==> config.mk <==
export PLATFORM = sky130hd
export DESIGN_NAME = spqkc_cell
export DESIGN_NICKNAME = d
export VERILOG_FILES = /design/src/rtl/core/sorted_priority_queue_kind_counts_macros.svh /design/src/rtl/core/spqkc_pkg.sv /design/src/rtl/core/spqkc_cell.sv
export SDC_FILE = /design/constraint.sdc
export NUM_CORES = 1
export LEC_CHECK = 0
export BUFFER_PORTS_ARGS = -buffer_cell sky130_fd_sc_hd__buf_2
export CORE_AREA = 4 4 153 155
export DETAILED_ROUTE_END_ITERATION = 12
export DIE_AREA = 0 0 157 159
export PLACE_DENSITY_LB_ADDON = 0.3
export SYNTH_ARGS = -nofsm -noshare
export SYNTH_HDL_FRONTEND = slang
export SYNTH_SLANG_ARGS = --single-unit
==> constraint.sdc <==
create_clock -name i_clk -period 11.49 [get_ports i_clk]
set_input_delay 2.298 -clock i_clk [delete_from_list [all_inputs] [get_ports i_clk]]
set_output_delay 2.298 -clock i_clk [all_outputs]
set_load 0.05 [all_outputs]
==> src/rtl/core/sorted_priority_queue_kind_counts_macros.svh <==
// assertion macros for the sorted priority queue block
// expects i_clk and i_rst_n in the scope of the module that uses them
`ifndef SORTED_PRIORITY_QUEUE_KIND_COUNTS_MACROS_SVH
`define SORTED_PRIORITY_QUEUE_KIND_COUNTS_MACROS_SVH
`ifndef SYNTHESIS
`define SPQKC_ASSERT(lbl, prop) \
    lbl: assert property (@(posedge i_clk) disable iff (!i_rst_n) prop) \
        else $error("spqkc assertion failed");
`define SPQKC_ASSERT_RST(lbl, prop) \
    lbl: assert property (@(posedge i_clk) prop) \
        else $error("spqkc reset assertion failed");
`else
`define SPQKC_ASSERT(lbl, prop)
`define SPQKC_ASSERT_RST(lbl, prop)
`endif
`endif

==> src/rtl/core/spqkc_pkg.sv <==
// shared types and constants of the sorted priority queue block
// no dependencies
package spqkc_pkg;

    localparam int CAPACITY  = 64;
    localparam int FILL_W    = $clog2(CAPACITY + 1);
    localparam int VALUE_W   = 32;
    localparam int CODE_W    = 63;
    localparam int KIND_W    = 2;
    localparam int OUT_CNT_W = 7;

    localparam logic [KIND_W-1:0] KIND_B = 2'd0;
    localparam logic [KIND_W-1:0] KIND_G = 2'd1;
    localparam logic [KIND_W-1:0] KIND_P = 2'd2;

    localparam logic REQ_INSERT = 1'b0;
    localparam logic REQ_REMOVE = 1'b1;

    typedef enum logic [1:0] {
        ST_OK    = 2'd0,
        ST_FULL  = 2'd1,
        ST_EMPTY = 2'd2
    } t_status;

    typedef struct packed {
        logic [VALUE_W-1:0] value;
        logic [CODE_W-1:0]  code;
        logic [KIND_W-1:0]  kind;
    } t_entry;

    typedef struct packed {
        logic   ins;
        logic   rem;
        t_entry item;
    } t_cell_ctl;

    typedef struct packed {
        logic               req_type;
        t_entry             item;
    } t_req_item;

    typedef struct packed {
        logic                 removed_valid;
        t_entry               item;
        t_status              status;
        logic [OUT_CNT_W-1:0] count_b;
        logic [OUT_CNT_W-1:0] count_g;
        logic [OUT_CNT_W-1:0] count_p;
        logic [OUT_CNT_W-1:0] occupancy;
    } t_rsp_item;

endpackage

==> src/rtl/core/spqkc_cell.sv <==
// one slot of the sorted chain, largest entry toward cell zero
// depends on spqkc_pkg
module spqkc_cell (
    input  logic                 i_clk,
    input  spqkc_pkg::t_cell_ctl i_ctl,
    input  logic                 i_valid,
    input  spqkc_pkg::t_entry    i_upper,
    input  logic                 i_upper_keep,
    input  spqkc_pkg::t_entry    i_lower,
    output spqkc_pkg::t_entry    o_entry,
    output logic                 o_keep
);
    spqkc_pkg::t_entry r_entry;
    spqkc_pkg::t_entry n_entry;

    // strictly greater stays above the new entry, equals move down
    assign o_keep  = i_valid && (r_entry.value > i_ctl.item.value);
    assign o_entry = r_entry;

    always_comb begin
        n_entry = r_entry;
        priority if (i_ctl.ins) begin
            if (o_keep) begin
                n_entry = r_entry;
            end else if (i_upper_keep) begin
                n_entry = i_ctl.item;
            end else begin
                n_entry = i_upper;
            end
        end else if (i_ctl.rem) begin
            n_entry = i_lower;
        end else begin
            n_entry = r_entry;
        end
    end

    always_ff @(posedge i_clk) begin
        r_entry <= n_entry;
    end
endmodule

## Yosys cells after proc, flatten, opt, wreduce, memory -nomap -nowiden

Cells that the tools add are included.

| word-level totals | value |
|---|---|
| register bits after elaboration | 97 |
| input bits | 296 |
| output and inout bits | 98 |
| logic and storage cells | 12 |

| cells by class | value |
|---|---|
| magnitude comparators | 1 |
| equality and inequality tests | 1 |
| muxes and demuxes | 4 |
| reduce and logical (&&, ||, !) cells | 3 |

Operator list:

| operator | count |
|---|---|
| 97-bit 2-to-1 mux | 4 |
| 32-bit greater-than comparator | 1 |
| 2-bit inequality test (second input constant) | 1 |
| 2-bit AND reduction | 1 |
| 2-bit nonzero test | 1 |
| 1-bit logical AND | 1 |

## Logic depth before layout (Yosys ltp)

| depth | value |
|---|---|
| depth in word-level cells | 4 |
| depth in mapped cells | 7 |
| mapped depth without buffers | 7 |

## Worst setup path before layout

OpenSTA, ideal clock, no wires.

| timing | value |
|---|---|
| kind | input-to-output |
| start point | input port i_ctl[79] (netlist bit) |
| end point | output port o_keep |
| data arrival time | 4146 ps |
| data required time | 9192 ps |
| setup slack | 5046 ps |
| stages on the path | 6 |
| buffers on the path | 0 |
| cell sequence | inv_1 > ha_1 > nand4_1 > a2111oi_2 > o311ai_2 > a21oi_1 |

| on the way | value |
|---|---|
| cells in the longest elaborated chain, start to end | 2 |

RTL lines:

| element | line | text |
|---|---|---|
| start, declared | spqkc_cell.sv:5 | `input spqkc_pkg::t_cell_ctl i_ctl,` |
| 32-bit greater-than comparator | spqkc_cell.sv:17 | `assign o_keep = i_valid && (r_entry.value > i_ctl.item.value);` |
| 1-bit logical AND | spqkc_cell.sv:17 |  |
| end, declared | spqkc_cell.sv:11 | `output logic o_keep` |

Every way passes these cells.

## Worst setup path after layout

| timing | value |
|---|---|
| start point | input port i_ctl[72] (netlist bit) |
| end point | output port o_keep |

Same word-level chain as after synthesis.

==> impl_table.tex <==
\begin{tabular}{lr}
\hline
Metric & Value \\
\hline
\multicolumn{2}{l}{\textbf{Timing}} \\
\quad Slew margin rel. & 43.5\% \\
\quad Unrepaired setup endpoints after global routing & false \\
\quad Final worst setup slack & 5.13 ns \\
\quad Final Hold Viols & 0 \\
\quad Sum of negative setup slack & 0 ns \\
\quad Final setup fails & 0 \\
\quad Peak Freq & 0.157 GHz \\
\quad Largest clock skew in the final design & 0.0142 ns \\
\quad Actual transition at the worst max-transition pin & 0.847 ns \\
\quad Number of pins exceeding their max-slew limit in the final report & 0 \\
\quad Time the final worst path needs with I/O delays and setup & 6.36 ns \\
\quad Final critical-path share of the clock period & 55.3\% \\
\multicolumn{2}{l}{\textbf{Worst setup path}} \\
\quad Data required time at the worst endpoint & 9.19 ns \\
\quad Worst path arrival time & 4.06 ns \\
\quad Critical path buffer and inverter count & 3 \\
\quad Worst setup path class & in -> out \\
\quad Source of the worst register-to-register timing path & o\_entry[72] \\
\quad Sequence of cells on the critical path & buf\_2, inv\_1, ha\_1, a21oi\_1, o21ai\_1, a221o\_1, o311ai\_2, a21oi\_1, buf\_2 \\
\quad Crit path max fanout & 3 \\
\quad R2r worst-path depth & 7 \\
\quad R2r setup slk & 8.07 ns \\
\quad Critical Path Slowest Stage Cell & sky130\_fd\_sc\_hd\_\_a221o\_1 \\
\quad Total number of cells along the worst setup path & 9 \\
\quad Worst stage delay on the critical path & 0.36 ns \\
\quad Element type at the critical path end & primary output \\
\quad Type of origin of the critical path & primary input \\
\quad Critical Path Start & i\_ctl[72] \\
\quad Setup crit end & o\_keep \\
\quad Cell family with the largest share of critical-path delay & compound AO/OA/AOI/OAI gates \\
\quad Reg2reg end & o\_entry[28] \\
\multicolumn{2}{l}{\textbf{Global routing}} \\
\quad Number of global-route vias before repair & 5,208 \\
\quad Sum of overflow across all layers after global routing & 0 \\
\quad Largest net degree at the start of global routing & 84 \\
\quad Antenna violations before repair & 2 \\
\quad Aggregate global-route resource usage & 14.1\% \\
\quad Wire length of the first global-routing pass & 27.5 mm \\
\multicolumn{2}{l}{\textbf{Clocking}} \\
\quad Insertion delay of the later-clocked pin in the worst-skew pair & 0.35 ns \\
\quad Total number of H-tree levels & 3 \\
\quad Post-CTS Hold Fix Bufs & 0 \\
\quad Clock root buffer & sky130\_fd\_sc\_hd\_\_clkbuf\_16 \\
\quad Maximum count of clock buffers along a single path & 2 \\
\quad Total CTS buffers & 9 \\
\quad Clock input transition at the sequential cells of the worst setup and hold paths & 0.06 ns \\
\quad Post-CTS setup buffer count & 0 \\
\quad CTS tree & done \\
\quad Clock sinks & 97 \\
\quad Quantity of gates resized following cts & 0 \\
\multicolumn{2}{l}{\textbf{Routing}} \\
\quad Remaining antenna violation count & 0 \\
\quad Overall routed net length & 18.9 mm \\
\quad Via count normalized by instance count & 4.39 \\
\quad Number of violations reported at the end of detailed-routing iteration 0 & 182 \\
\quad Routed via count & 5,258 \\
\quad DRC violation count after routing & 0 \\
\quad Detailed-route wire length per cell & 15.8 um \\
\quad First-pass iteration count of the detailed router & 7 \\
\multicolumn{2}{l}{\textbf{Cells and area}} \\
\quad Post-layout util & 37.9\% \\
\quad Number of flip-flops in the largest register & 97 \\
\quad Most common cell after layout, fill and taps aside & sky130\_fd\_sc\_hd\_\_buf\_2 \\
\quad Multi-input gate area in the final layout & 2560 um2 \\
\quad Total area of sequential cells & 2910 um2 \\
\quad Net count of the finished layout & 1,240 \\
\quad Layout cells sized above 1 & 45.6\% \\
\quad Number of filler cells placed in the layout & 2,242 \\
\quad Highest-count cells in the layout ignoring fill and taps & sky130\_fd\_sc\_hd\_\_buf\_2 (391), sky130\_fd\_sc\_hd\_\_a21oi\_1 (110), sky130\_fd\_sc\_hd\_\_nor2\_1 (100) \\
\quad Layout Area Growth over Synthesis & 44.2\% \\
\multicolumn{2}{l}{\textbf{Floorplan}} \\
\quad Horizontal die dimension & 157 um \\
\quad Starting density of the core & 26.3\% \\
\quad Die boundary height & 159 um \\
\quad Number of top-level pins & 394 \\
\quad Site row count & 54 \\
\quad Core Footprint & 21,800 um2 \\
\quad Die ar. & 25,000 um2 \\
\multicolumn{2}{l}{\textbf{Synth}} \\
\quad Synth top area cells & sky130\_fd\_sc\_hd\_\_edfxtp\_1 (51\%), sky130\_fd\_sc\_hd\_\_mux2i\_1 (17\%), sky130\_fd\_sc\_hd\_\_a21oi\_1 (9.6\%) \\
\quad Cell count after synthesis & 537 \\
\quad Net count of the mapped netlist & 865 \\
\quad Area of the mapped netlist & 5740 um2 \\
\quad Sequential cell area fraction in the yosys report & 50.8\% \\
\quad Flip-flop and latch count after synthesis & 97 \\
\quad Post-synthesis cell type with the largest combined area & sky130\_fd\_sc\_hd\_\_edfxtp\_1 \\
\quad Synthesized area per cell & 10.7 um2 \\
\quad Area share of the largest cell type after synthesis & 50.8\% \\
\quad Count of different cell masters after synthesis & 29 \\
\quad Yosys warns & 0 \\
\multicolumn{2}{l}{\textbf{Power and ir drop}} \\
\quad Maximum ir drop on the vdd rail & 0.0607 mV \\
\quad Cell area power density & 138 nW/um2 \\
\quad Standby leakage power & 4.08 nW \\
\quad Post-layout power & 1.14 mW \\
\multicolumn{2}{l}{\textbf{Run status}} \\
\quad Status & complete, no violations \\
\multicolumn{2}{l}{\textbf{Hold path}} \\
\quad Worst min-delay path category & reg -> reg \\
\multicolumn{2}{l}{\textbf{Place}} \\
\quad Detail Placement HPWL & 15.5 mm \\
\quad Post-Place Worst Slack & 5.13 ns \\
\quad Final weighted congestion in routability-driven placement & 0.811 \\
\quad I/O Buffers & 393 \\
\multicolumn{2}{l}{\textbf{Flow run}} \\
\quad Maximum capacitance violations & 0 \\
\hline
\end{tabular}
## worst register-to-register path, delay by kind of cell (launching register included)
kind | cells | cell delay, ns
compound gates | 5 | 1.59
buf+inv | 1 | 0.68
flops | 1 | 0.41
fa+ha+maj | 1 | 0.33
## cell usage after synthesis (all sizes together)
cell / instances
a31o: 2
nor4: 2
o311ai: 1
clkbuf: 14
a211oi: 1
o211ai: 1
inv: 33
mux2: 1
nor2: 100
edfxtp: 97
mux2i: 97
nand2: 7
a21oi: 111
o21ai: 3
a2111oi: 1
nand3: 4
ha: 32
nor2b: 1
a21o: 2
buf: 19
nand4: 6
a221o: 2
## worst min path at each step
stage                            from          end  slack (ns)  cells past startpoint
final                     o_entry[96]  o_entry[96]        1.34                      4
after global placement    o_entry[96]  o_entry[96]        1.33                      4
after global routing      o_entry[96]  o_entry[95]        1.44                      4
after floorplan            i_lower[0]   o_entry[0]        2.52                      2
after CTS                 o_entry[96]  o_entry[96]        1.38                      4
after detailed placement  o_entry[96]  o_entry[96]        1.36                      4
## per-layer routing
| layer | up-vias | track usage, % | part of all wire [%] |
|---|---|---|---|
| li1 | 2712 | - | - |
| met5 | - | 0 | 0 |
| met1 | 2308 | 15.8 | 39 |
| met2 | 217 | 26.0 | 51 |
| met4 | 0 | 4.46 | 1.9 |
| met3 | 21 | 3.37 | 7.6 |
## cells by family (layout without fill, tap and decap cells)
group | Yosys count | after routing | synth area share, %
AO/OA/AOI/OAI | 124 | 124 | 11.7
adder cells (fa/ha/maj) | 32 | 32 | 6.98
buffers and inverters | 66 | 445 | 4.67
flip-flops | 97 | 97 | 50.8
multiplexers | 98 | 98 | 17.1
other | 0 | 1 | 0
AND/OR/NAND/NOR | 120 | 120 | 8.70
## power by group
group | switching [mW] | internal (mW)
Combinational | 0.255 | 0.109
Clock | 0.132 | 0.190
Sequential | 0.0129 | 0.443
## cell type report
type | count | share of cell area, %
clock buffers | 10 | 2.77
clock inverters | 5 | 0.969
multi-input cells | 374 | 31.0
flip-flops and latches | 97 | 35.2
well taps | 280 | 4.24
diodes | 1 | 0.0303
inverters | 33 | 1.50
repair buffers | 397 | 24.3
## metrics by stage
step / hold slack (ns) / area (um2) / instances
after floorplan: 2.52 / 5740 / 537
after global placement: 1.33 / 7960 / 1181
after detailed placement: 1.36 / 7960 / 1181
after CTS: 1.38 / 8270 / 1196
after global routing: 1.44 / 8270 / 1196
final: 1.34 / 8270 / 1197
No activity file was read; power rests on OpenSTA's default activity.
